===== src/design/rlfw_pkg.sv =====
// rlfw_pkg: shared types, codes and constants of the recursive lock block
// no dependencies; imported by every module of the block
`timescale 1ns / 1ps

package rlfw_pkg;

  // number of valid thread ids; ids at or above this are refused
  localparam int THREADS   = 16;
  // nesting limit, capped to what the 8-bit depth counter holds
  localparam int MAX_DEPTH = 255;
  localparam int DEPTH_CAP_I = (MAX_DEPTH < 255) ? MAX_DEPTH : 255;
  localparam logic [7:0] DEPTH_CAP = 8'(DEPTH_CAP_I);

  // waiter queue geometry
  localparam int QSLOTS = 16;
  localparam int QAW    = $clog2(QSLOTS);

  typedef enum logic {
    KIND_ACQUIRE = 1'b0,
    KIND_RELEASE = 1'b1
  } kind_t;

  typedef enum logic [3:0] {
    ST_GRANTED     = 4'd0,
    ST_NESTED      = 4'd1,
    ST_QUEUED      = 4'd2,
    ST_REL_NESTED  = 4'd3,
    ST_FREED       = 4'd4,
    ST_HANDED_OFF  = 4'd5,
    ST_NOT_HOLDER  = 4'd6,
    ST_ALREADY_WAIT = 4'd7,
    ST_DEPTH_OVF   = 4'd8
  } status_t;

  // one request transaction
  typedef struct packed {
    logic       kind;
    logic [3:0] thread_id;
  } req_t;

  // one result transaction
  typedef struct packed {
    logic [3:0] status;
    logic [3:0] handoff_thread;
    logic       holder_present;
    logic [3:0] holder_thread;
    logic [7:0] nest_depth;
    logic [3:0] waiting_count;
  } rsp_t;

endpackage


===== src/design/rlfw_req_if.sv =====
// rlfw_req_if: valid/ready channel carrying lock requests
// depends on nothing
`timescale 1ns / 1ps

interface rlfw_req_if;
  logic       valid;
  logic       ready;
  logic       kind;
  logic [3:0] thread_id;

  modport source (output valid, output kind, output thread_id, input ready);
  modport sink   (input valid, input kind, input thread_id, output ready);
endinterface


===== src/design/rlfw_rsp_if.sv =====
// rlfw_rsp_if: valid/ready channel carrying lock results
// depends on nothing
`timescale 1ns / 1ps

interface rlfw_rsp_if;
  logic       valid;
  logic       ready;
  logic [3:0] status;
  logic [3:0] handoff_thread;
  logic       holder_present;
  logic [3:0] holder_thread;
  logic [7:0] nest_depth;
  logic [3:0] waiting_count;

  modport source (output valid, output status, output handoff_thread,
                  output holder_present, output holder_thread,
                  output nest_depth, output waiting_count, input ready);
  modport sink   (input valid, input status, input handoff_thread,
                  input holder_present, input holder_thread,
                  input nest_depth, input waiting_count, output ready);
endinterface


===== src/design/recursive_lock_fifo_waiters.sv =====
// recursive_lock_fifo_waiters: top level of the recursive lock with waiter queue
// depends on rlfw_pkg, rlfw_req_if, rlfw_rsp_if, rlfw_in_reg, rlfw_lock_core,
// rlfw_out_reg
//
//   channel   | dir | fields
//   ----------+-----+----------------------------------------------------------
//   in_chan   | in  | kind, thread_id
//   out_chan  | out | status, handoff_thread, holder_present, holder_thread,
//             |     | nest_depth, waiting_count
//
// one request per cycle sustained while the output is not stalled; a request
// accepted on in_chan passes through the input register, then the result
// register, which presents its result on out_chan
// the lock state and queue pointers update in the cycle a request moves from
// the input register into the result register
// rst_n is synchronous and active low; it frees the lock and empties the queue
// a stalled output holds the result register, which then holds the input register
`timescale 1ns / 1ps

module recursive_lock_fifo_waiters
  import rlfw_pkg::*;
(
  input  logic       clk,
  input  logic       rst_n,
  rlfw_req_if.sink   in_chan,
  rlfw_rsp_if.source out_chan
);

  logic req_valid;
  req_t req;
  rsp_t rsp;
  logic out_free;
  logic advance;

  // a request moves on when the result register has room
  assign advance = req_valid && out_free;

  rlfw_in_reg u_in_reg (
    .clk       (clk),
    .rst_n     (rst_n),
    .in_chan   (in_chan),
    .advance   (advance),
    .req_valid (req_valid),
    .req       (req)
  );

  rlfw_lock_core u_core (
    .clk     (clk),
    .rst_n   (rst_n),
    .advance (advance),
    .req     (req),
    .rsp     (rsp)
  );

  rlfw_out_reg u_out_reg (
    .clk      (clk),
    .rst_n    (rst_n),
    .advance  (advance),
    .rsp      (rsp),
    .out_free (out_free),
    .out_chan (out_chan)
  );

endmodule


===== src/design/rlfw_in_reg.sv =====
// rlfw_in_reg: input register stage for request transactions
// depends on rlfw_pkg and rlfw_req_if
`timescale 1ns / 1ps

module rlfw_in_reg
  import rlfw_pkg::*;
(
  input  logic             clk,
  input  logic             rst_n,
  rlfw_req_if.sink         in_chan,
  input  logic             advance,
  output logic             req_valid,
  output req_t             req
);

  logic valid_r, valid_nxt;
  req_t req_r;

  // take a new transaction when empty or when the held one moves on
  assign in_chan.ready = !valid_r || advance;

  always_comb begin
    valid_nxt = valid_r;
    if (in_chan.ready) begin
      valid_nxt = in_chan.valid;
    end
  end

  always_ff @(posedge clk) begin
    if (!rst_n) begin
      valid_r <= 1'b0;
    end else begin
      valid_r <= valid_nxt;
    end
  end

  // payload capture
  always_ff @(posedge clk) begin
    if (in_chan.ready && in_chan.valid) begin
      req_r.kind      <= in_chan.kind;
      req_r.thread_id <= in_chan.thread_id;
    end
  end

  assign req_valid = valid_r;
  assign req       = req_r;

endmodule


===== src/design/rlfw_lock_core.sv =====
// rlfw_lock_core: lock state, waiter queue and the per-request decision
// depends on rlfw_pkg
`timescale 1ns / 1ps

module rlfw_lock_core
  import rlfw_pkg::*;
(
  input  logic clk,
  input  logic rst_n,
  input  logic advance,
  input  req_t req,
  output rsp_t rsp
);

  logic              owner_valid_r, owner_valid_nxt;
  logic [3:0]        owner_id_r, owner_id_nxt;
  logic [7:0]        depth_r, depth_nxt;
  logic [QAW-1:0]    head_r, head_nxt;
  logic [QAW-1:0]    tail_r, tail_nxt;
  logic [QAW:0]      fill_r, fill_nxt;
  logic [15:0]       wmap_r, wmap_nxt;
  logic [3:0]        wait_fifo [QSLOTS];

  logic              tid_ok;
  logic              is_owner;
  logic              push;
  logic [3:0]        head_tid;
  logic [3:0]        status;
  logic [3:0]        handoff;

  assign tid_ok   = 32'(req.thread_id) < THREADS;
  assign is_owner = owner_valid_r && (owner_id_r == req.thread_id);
  assign head_tid = wait_fifo[head_r];

  // request decision
  always_comb begin
    owner_valid_nxt = owner_valid_r;
    owner_id_nxt    = owner_id_r;
    depth_nxt       = depth_r;
    head_nxt        = head_r;
    tail_nxt        = tail_r;
    fill_nxt        = fill_r;
    wmap_nxt        = wmap_r;
    push            = 1'b0;
    handoff         = 4'd0;
    status          = ST_NOT_HOLDER;
    if (!tid_ok) begin
      status = ST_NOT_HOLDER;
    end else if (req.kind == KIND_ACQUIRE) begin
      if (is_owner) begin
        if (depth_r >= DEPTH_CAP) begin
          status = ST_DEPTH_OVF;
        end else begin
          depth_nxt = depth_r + 8'd1;
          status    = ST_NESTED;
        end
      end else if (!owner_valid_r) begin
        owner_valid_nxt = 1'b1;
        owner_id_nxt    = req.thread_id;
        depth_nxt       = 8'd1;
        status          = ST_GRANTED;
      end else if (wmap_r[req.thread_id] || fill_r[QAW]) begin
        status = ST_ALREADY_WAIT;
      end else begin
        push                    = 1'b1;
        tail_nxt                = tail_r + 1'b1;
        fill_nxt                = fill_r + 1'b1;
        wmap_nxt[req.thread_id] = 1'b1;
        status                  = ST_QUEUED;
      end
    end else begin
      if (!is_owner) begin
        status = ST_NOT_HOLDER;
      end else if (depth_r > 8'd1) begin
        depth_nxt = depth_r - 8'd1;
        status    = ST_REL_NESTED;
      end else if (fill_r == '0) begin
        owner_valid_nxt = 1'b0;
        owner_id_nxt    = 4'd0;
        depth_nxt       = 8'd0;
        status          = ST_FREED;
      end else begin
        // direct handoff to the head waiter
        head_nxt           = head_r + 1'b1;
        fill_nxt           = fill_r - 1'b1;
        wmap_nxt[head_tid] = 1'b0;
        owner_valid_nxt    = 1'b1;
        owner_id_nxt       = head_tid;
        depth_nxt          = 8'd1;
        handoff            = head_tid;
        status             = ST_HANDED_OFF;
      end
    end
  end

  // result fields reflect the state after this request
  always_comb begin
    rsp.status         = status;
    rsp.handoff_thread = handoff;
    rsp.holder_present = owner_valid_nxt;
    rsp.holder_thread  = owner_valid_nxt ? owner_id_nxt : 4'd0;
    rsp.nest_depth     = depth_nxt;
    rsp.waiting_count  = fill_nxt[3:0];
  end

  // lock state registers
  always_ff @(posedge clk) begin
    if (!rst_n) begin
      owner_valid_r <= 1'b0;
      owner_id_r    <= 4'd0;
      depth_r       <= 8'd0;
      head_r        <= '0;
      tail_r        <= '0;
      fill_r        <= '0;
      wmap_r        <= 16'd0;
    end else if (advance) begin
      owner_valid_r <= owner_valid_nxt;
      owner_id_r    <= owner_id_nxt;
      depth_r       <= depth_nxt;
      head_r        <= head_nxt;
      tail_r        <= tail_nxt;
      fill_r        <= fill_nxt;
      wmap_r        <= wmap_nxt;
    end
  end

  // waiter queue storage
  always_ff @(posedge clk) begin
    if (advance && push) begin
      wait_fifo[tail_r] <= req.thread_id;
    end
  end

endmodule


===== src/design/rlfw_out_reg.sv =====
// rlfw_out_reg: result register driving the output channel
// depends on rlfw_pkg and rlfw_rsp_if
`timescale 1ns / 1ps

module rlfw_out_reg
  import rlfw_pkg::*;
(
  input  logic      clk,
  input  logic      rst_n,
  input  logic      advance,
  input  rsp_t      rsp,
  output logic      out_free,
  rlfw_rsp_if.source out_chan
);

  logic valid_r, valid_nxt;
  rsp_t rsp_r;

  // room for a new result when empty or being drained this cycle
  assign out_free = !valid_r || out_chan.ready;

  always_comb begin
    valid_nxt = valid_r;
    if (out_free) begin
      valid_nxt = advance;
    end
  end

  always_ff @(posedge clk) begin
    if (!rst_n) begin
      valid_r <= 1'b0;
    end else begin
      valid_r <= valid_nxt;
    end
  end

  // payload capture
  always_ff @(posedge clk) begin
    if (advance) begin
      rsp_r <= rsp;
    end
  end

  assign out_chan.valid          = valid_r;
  assign out_chan.status         = rsp_r.status;
  assign out_chan.handoff_thread = rsp_r.handoff_thread;
  assign out_chan.holder_present = rsp_r.holder_present;
  assign out_chan.holder_thread  = rsp_r.holder_thread;
  assign out_chan.nest_depth     = rsp_r.nest_depth;
  assign out_chan.waiting_count  = rsp_r.waiting_count;

endmodule


===== src/flat_wrapper.sv =====
// flat-port wrapper written by rule: the top's interface ports become plain ports
module recursive_lock_fifo_waiters_flat import rlfw_pkg::*;
  (clk, rst_n, in_chan_valid, in_chan_kind, in_chan_thread_id, in_chan_ready, out_chan_valid, out_chan_status, out_chan_handoff_thread, out_chan_holder_present, out_chan_holder_thread, out_chan_nest_depth, out_chan_waiting_count, out_chan_ready);
  rlfw_req_if in_chan_i ();
  rlfw_rsp_if out_chan_i ();
  input  logic clk;
  input  logic rst_n;
  input wire logic [$bits(in_chan_i.valid)-1:0] in_chan_valid;
  input wire logic [$bits(in_chan_i.kind)-1:0] in_chan_kind;
  input wire logic [$bits(in_chan_i.thread_id)-1:0] in_chan_thread_id;
  output wire logic [$bits(in_chan_i.ready)-1:0] in_chan_ready;
  output wire logic [$bits(out_chan_i.valid)-1:0] out_chan_valid;
  output wire logic [$bits(out_chan_i.status)-1:0] out_chan_status;
  output wire logic [$bits(out_chan_i.handoff_thread)-1:0] out_chan_handoff_thread;
  output wire logic [$bits(out_chan_i.holder_present)-1:0] out_chan_holder_present;
  output wire logic [$bits(out_chan_i.holder_thread)-1:0] out_chan_holder_thread;
  output wire logic [$bits(out_chan_i.nest_depth)-1:0] out_chan_nest_depth;
  output wire logic [$bits(out_chan_i.waiting_count)-1:0] out_chan_waiting_count;
  input wire logic [$bits(out_chan_i.ready)-1:0] out_chan_ready;
  assign in_chan_i.valid = in_chan_valid;
  assign in_chan_i.kind = in_chan_kind;
  assign in_chan_i.thread_id = in_chan_thread_id;
  assign in_chan_ready = in_chan_i.ready;
  assign out_chan_valid = out_chan_i.valid;
  assign out_chan_status = out_chan_i.status;
  assign out_chan_handoff_thread = out_chan_i.handoff_thread;
  assign out_chan_holder_present = out_chan_i.holder_present;
  assign out_chan_holder_thread = out_chan_i.holder_thread;
  assign out_chan_nest_depth = out_chan_i.nest_depth;
  assign out_chan_waiting_count = out_chan_i.waiting_count;
  assign out_chan_i.ready = out_chan_ready;
  recursive_lock_fifo_waiters u_core (.clk(clk), .rst_n(rst_n), .in_chan(in_chan_i), .out_chan(out_chan_i));
endmodule

===== config.mk =====
export PLATFORM = sky130hd
export DESIGN_NAME = recursive_lock_fifo_waiters_flat
export DESIGN_NICKNAME = d
export VERILOG_FILES = /design/src/design/rlfw_pkg.sv /design/src/design/rlfw_req_if.sv /design/src/design/rlfw_rsp_if.sv /design/src/design/recursive_lock_fifo_waiters.sv /design/src/design/rlfw_in_reg.sv /design/src/design/rlfw_lock_core.sv /design/src/design/rlfw_out_reg.sv /design/src/flat_wrapper.sv
export SDC_FILE = /design/constraint.sdc
export NUM_CORES = 1
export LEC_CHECK = 0
export BUFFER_PORTS_ARGS = -buffer_cell sky130_fd_sc_hd__buf_2
export CAP_MARGIN = 20
export CORE_MARGIN = 5
export CORE_UTILIZATION = 61
export CTS_CLUSTER_SIZE = 28
export DETAILED_ROUTE_END_ITERATION = 8
export GPL_TIMING_DRIVEN = 0
export PLACE_DENSITY = 0.77
export SLEW_MARGIN = 20
export SYNTH_ARGS = -nofsm -noshare
export SYNTH_HDL_FRONTEND = slang
export SYNTH_HIERARCHICAL = 1
export SYNTH_SLANG_ARGS = --single-unit
export TNS_END_PERCENT = 1

===== constraint.sdc =====
create_clock -name clk -period 3.55 [get_ports clk]
set_clock_uncertainty 0.15 [all_clocks]
set_input_delay 0.5325 -clock clk [delete_from_list [all_inputs] [get_ports clk]]
set_output_delay 0.5325 -clock clk [all_outputs]
set_load 0.02 [all_outputs]

==> results of run 1 <==
metrics by stage:
stage	setup WS, ps	power (mW)	setup TNS [ps]
floorplan	502	2.02	0
global placement	-397	2.09	-24480
detailed placement	-33.5	2.10	-33.5
CTS	84.1	3.84	0
global route	25.7	3.97	0
finish	222	3.83	0
report_power, final:
| group | switching (mW) | internal (mW) |
|---|---|---|
| logic | 0.176 | 0.0888 |
| clock network | 0.677 | 1.07 |
| registers | 0.0238 | 1.79 |
| total | 0.877 | 2.95 |
what timing repair did:
item                                   in CTS  in global routing
setup buffers                               0                  6
endpoints found under the hold margin       5                  0
setup endpoints to repair                   5                 46
resized for setup                           2                  0
hold buffers                                5                  0
routing by layer:
layer / vias up / global-route usage / wire [um]
li1: 2281 / - / -
met1: 2447 / 0.344 / 6650
met2: 243 / 0.389 / 7520
met3: 36 / 0.0684 / 1340
met4: 0 / 0.0955 / 345
met5: - / 0 / 0
layout by cell type, fill, tap and decap left out, types with 5 or more instances in the layout:
cell / instances
a211oi_1: 12
a21oi_1: 29
a22oi_1: 5
a31oi_1: 9
and2_1: 6
and3_1: 22
buf_2: 46
buf_4: 14
clkbuf_1: 16
clkbuf_16: 16
dfxtp_1: 48
dlygate4sd3_1: 5
edfxtp_1: 94
ha_1: 10
inv_1: 16
mux2i_1: 8
mux4_2: 18
nand2_1: 22
nand3_1: 18
nand4_1: 13
nor2_1: 59
nor2b_1: 9
nor3_1: 8
o21a_1: 14
o21ai_0: 18
xnor2_1: 10
xor2_1: 5
worst paths after layout:
check | startpoint | end | cells past startpoint
hold reg to reg | u_core/u_core/wmap_r[3] | u_core/u_core/wmap_r[3] | 1
hold / removal | in_chan_valid | u_core/u_in_reg/req_valid | 3
setup reg to reg | u_core/u_in_reg/req[3] | u_core/u_core/wait_fifo[5][2] | 7
setup / recovery | u_core/u_in_reg/req[3] | u_core/u_core/wait_fifo[5][2] | 7
critical path: stages, from the launching register on:
cell,delay [ps]
edfxtp_1,840
clkbuf_1,460
nor2_1,110
nand3_1,190
nand4_4,220
nor3_4,330
clkbuf_1,330
and3_1,370
area by class of cell:
class,count,share of cell area
plain buffers,40,0.0280
clock buffers,18,0.0532
clock inverters,13,0.0210
inverters,17,0.00812
multi-input cells,367,0.348
flip-flops and latches,142,0.481
well taps,140,0.0223
repair buffers,47,0.0379
cell families (layout without fill, tap and decap cells):
family / Yosys count / after routing / synth area share
and+or+nand+nor: 195 / 195 / 0.165
buffers and inverters: 57 / 135 / 0.0418
DFF: 142 / 142 / 0.557
AOI/OAI and AO/OA: 119 / 119 / 0.123
muxes: 28 / 28 / 0.0748
xor gates and xnor gates: 15 / 15 / 0.0194
adders and majority gates: 10 / 10 / 0.0184
flip-flops by register name (all words and copies together) (netlist names), 5 cells and up, named ones only:
signal                                flops
u_core/u_out_reg/out_chan.nest_depth      8
u_core/u_core/wait_fifo                  64
u_core/u_core/depth_r                     8
u_core/u_core/fill_r                      5
u_core/u_core/wmap_r                     16
u_core/u_in_reg/req                       5
==> flow_summary.toml, run 1 <==
[global_routing]
overflow = 0
grtUsageTotal = 0.252
grt_pass1_wl_um = 25400
grt_max_degree = 22
grt_pass1_vias = 4872
antenna_found_initial = 0

[timing]
fin_crit_sh = 0.937
fmaxAchievable_mhz = 301
setup_violations = 0
period_minus_slack_ps = 3330
rsz0062_at_grt = "no"
hold_viol = 0
whs_ps = 97.4
worst-slew-pin-transition_ps = 760
maxSlewHeadroom = 0.493
slew_viol_final = 0

[logic_synthesis]
post_synth.cell_area_avg_um2 = 12.0
ys_top_cells_by_area = "edfxtp_1 (42%), dfxtp_1 (14%), mux4_2 (6.0%)"
syn_inst = 566
synth_seq_area_share = 0.557
synth_common_cells = "edfxtp_1 (94), nor2_1 (59), dfxtp_1 (48), a21oi_1 (29)"
synth_cell_types = 76
synth_largest_area_cell = "edfxtp_1"
ys_warn_count = 6
ys_ff_latch = 142
synthFlopType = "edfxtp_1"
yosysMostFrequentCell = "edfxtp_1"
synth_top_area_share = 0.416
netlist_area_um2 = 6790
syn_nets = 585
async_flop_share = 0
synth_edf_count = 94

[pwr]
power.density_nw_per_um2 = 487
p_leak_nw = 2.81
irDropWorstVdd_mv = 0.355

[finish]
syn_to_final_growth_pct = 15.8
stdcell_area_um2 = 7860
num_antenna_cells = 0
fin_nets = 651
final_util = 0.722
nFillCells = 738
regArea_um2 = 3780
multi_input_area_um2 = 2740
stdcell_count = 784
drive_gt1_frac = 0.225

[die]
die_w_um = 115
rows = 38
die_area_um2 = 13300
die_h_um = 115
initial_utilization = 0.624
ios = 36
placeableCoreArea_um2 = 10900

[outcome]
status = "finished with violations"
violations = "design-rule violations"

[detailed_routing]
dr.pass1.iters = 8
drtIter0Drc = 707
drc = 1
vias = 5007
drt-total-wl_um = 15900
drtAntennaViolNets = 0
wl_per_cell_um = 20.2
avgViaCountPerCell = 6.39

[clock_network]
clk_pin_slew_ps = 60
cts_tree = "yes"
cts_htree_levels = 4
numCtsBuffers = 17
cts_sinks = 142
clock_latency_ps = 540
clk_path_buf_depth = 2
clockRootBuffer = "clkbuf_8"

[worst_setup_path]
cp_data_arrival_time_ps = 3400
crit_type = "reg2reg"
crit_required_ps = 3620
ff2ff_setup_slack_ps = 220
crit_path_end_kind = "register"
cp-start-kind = "register"
path_max_fanout = 21

[place]
place_inst = 742
routabilityCongestion = 0.907
dpl_cell_area_um2 = 7150
dp_hpwl_um = 10500
port_buffers = 35

[worst_hold_path]
min_path_type = "in2reg"

[job]
maxCapViolations = 0
Power figures use the tool's default switching activity.
==> inputs of run 2 (changes only) <==
==> constraint.sdc (replaced) <==
create_clock -name clk -period 3.55 [get_ports clk]
set_clock_uncertainty 0.15 [all_clocks]
set_input_delay 0 -clock clk [delete_from_list [all_inputs] [get_ports clk]]
set_output_delay 0 -clock clk [all_outputs]
set_load 0.02 [all_outputs]
==> run 2 against run 1 <==
  * The run still ends with design-rule violations left
  * Die area unchanged
  * Cell count is 1.0% higher
  * Critical path depth unchanged
  * Combinational power up 3%
  * Design area increased by 1.0%
  * Core utilization grew 0.74 points
  * Sequential share of layout area down 0.49 points
  * Flip-flop and latch count unchanged
  * Largest power group unchanged
==> flow_summary.toml, run 2 (synthesis results as in run 1) <==
[place]
dp_hpwl_um = 10500
port_buffers = 35
dpl_cell_area_um2 = 7150
routabilityCongestion = 0.907
post-place-ws_ps = -33.5

[detailed_routing]
wl_met1_um = 6400
top_layer = "met4"
drc = 1
drtAntennaViolNets = 0
wl_met3_um = 1510
drtIter0Drc = 746
dr.pass1.iters = 8
wl_met2_um = 7690
wl_per_cell_um = 20.1
avgViaCountPerCell = 6.34
vias = 5019
drt-total-wl_um = 15900

[worst_setup_path]
cp_common_cell = "clkbuf_1"
cp_data_arrival_time_ps = 3410
crit_start = "u_core/u_in_reg/req[3]"
r2r-start = "u_core/u_in_reg/req[3]"
crit_chain = "clkbuf_1, nor2_1, nand3_1, nand4_4, nor3_4, clkbuf_1, and3_1"
worst_path_max_delay_cell = "edfxtp_1"
crit_required_ps = 3630
reg2regPathDepth = 7
cp-start-kind = "register"
crit_type = "reg2reg"
crit_path_end_kind = "register"
path_max_fanout = 21
cpPeakStageDelay_ps = 860

[global_routing]
antenna_found_initial = 0
overflow = 0
grt_pass1_wl_um = 25600
grt_pass1_vias = 4936
grtUsageTotal = 0.254
grt_max_degree = 22

[timing]
hold_viol = 0
slew_viol_final = 0
worst-slew-pin-transition_ps = 790
fmaxAchievable_mhz = 300
fin_tns_setup_ps = 0
maxSlewHeadroom = 0.473
setup_ws_ps = 218
period_minus_slack_ps = 3330
rsz0062_at_grt = "no"
fin_crit_sh = 0.939
setup_violations = 0

[die]
placeableCoreArea_um2 = 10900
die_h_um = 115
rows = 38
initial_utilization = 0.624
die_area_um2 = 13300
die_w_um = 115
ios = 36

[finish]
largest_reg_flops = 64
syn_to_final_growth_pct = 17.0
final_common_cell = "edfxtp_1"
drive_gt1_frac = 0.222
regMostFlops = "u_core/u_core/wait_fifo"
fin_nets = 659
largest_registers = "u_core/u_core/wait_fifo (64), u_core/u_core/wmap_r (16)"
nFillCells = 732
num_antenna_cells = 0
stdcell_area_um2 = 7940
final_cell_mix = "edfxtp_1 (94), nor2_1 (59), dfxtp_1 (48)"
final_util = 0.729

[clock_network]
clk_path_buf_depth = 2
cts_sinks = 142
numCtsBuffers = 17
clock_latency_ps = 540
cts_tree = "yes"
clockRootBuffer = "clkbuf_8"
clk_pin_slew_ps = 60
cts_htree_levels = 4

[job]
maxCapViolations = 0

[pwr]
power.density_nw_per_um2 = 484
p_leak_nw = 2.84
power_mw = 3.84
irDropWorstVdd_mv = 0.359

[worst_hold_path]
hp-start = "in_chan_thread_id[1]"
min_path_type = "in2reg"
hold_depth = 2

[outcome]
status = "finished with violations"
violations = "design-rule violations"
run 2: layer usage:
layer	up-vias	track usage
met2	263	0.396
met3	36	0.0679
li1	2295	-
met5	-	0
met4	0	0.0955
met1	2425	0.344
run 2: critical path, delay by kind of cell (launching register included):
kind / cells / cell delay [ps]
buf+inv: 2 / 790
flops: 1 / 860
simple gates: 5 / 1210
run 2: final cells by class:
class                      count  area, um^2  share of cell area
sequential                   142        3780               0.476
multi-input combinational    367        2740               0.345
timing repair buffer          55         378              0.0476
clock inverter                13         165              0.0208
inverter                      17        63.8             0.00803
buffer                        40         220              0.0277
tap                          140         175              0.0221
clock buffer                  18         418              0.0526
run 2: where the power goes:
group | switching [mW] | total [mW] | internal, mW
sequential | 0.0238 | 1.82 | 1.79
clock | 0.681 | 1.75 | 1.07
combinational | 0.178 | 0.272 | 0.0949
total | 0.883 | 3.84 | 2.96
run 2: path summary, 6_finish.rpt:
check / endpoint / slack [ps]
setup / recovery: u_core/u_core/wait_fifo[5][2] / 220
hold / removal: u_core/u_in_reg/req[1] / 30
setup reg to reg: u_core/u_core/wait_fifo[5][2] / 220
hold reg to reg: u_core/u_core/wmap_r[3] / 310
run 2: through the flow:
| stage | std cells | hold WS, ps |
|---|---|---|
| floorplan | 566 | -51.1 |
| global placement | 741 | 27.1 |
| detailed placement | 742 | 28.2 |
| CTS | 786 | 2.94 |
| global route | 792 | 37.3 |
| finish | 792 | 26.4 |
run 2: what timing repair did:
item	4_1_cts	5_1_grt
hold buffers	13	0
gates resized for setup	2	0
setup buffers	0	6
pin swaps	0	0
hold endpoints to repair	27	0
endpoints found under the setup margin	5	46
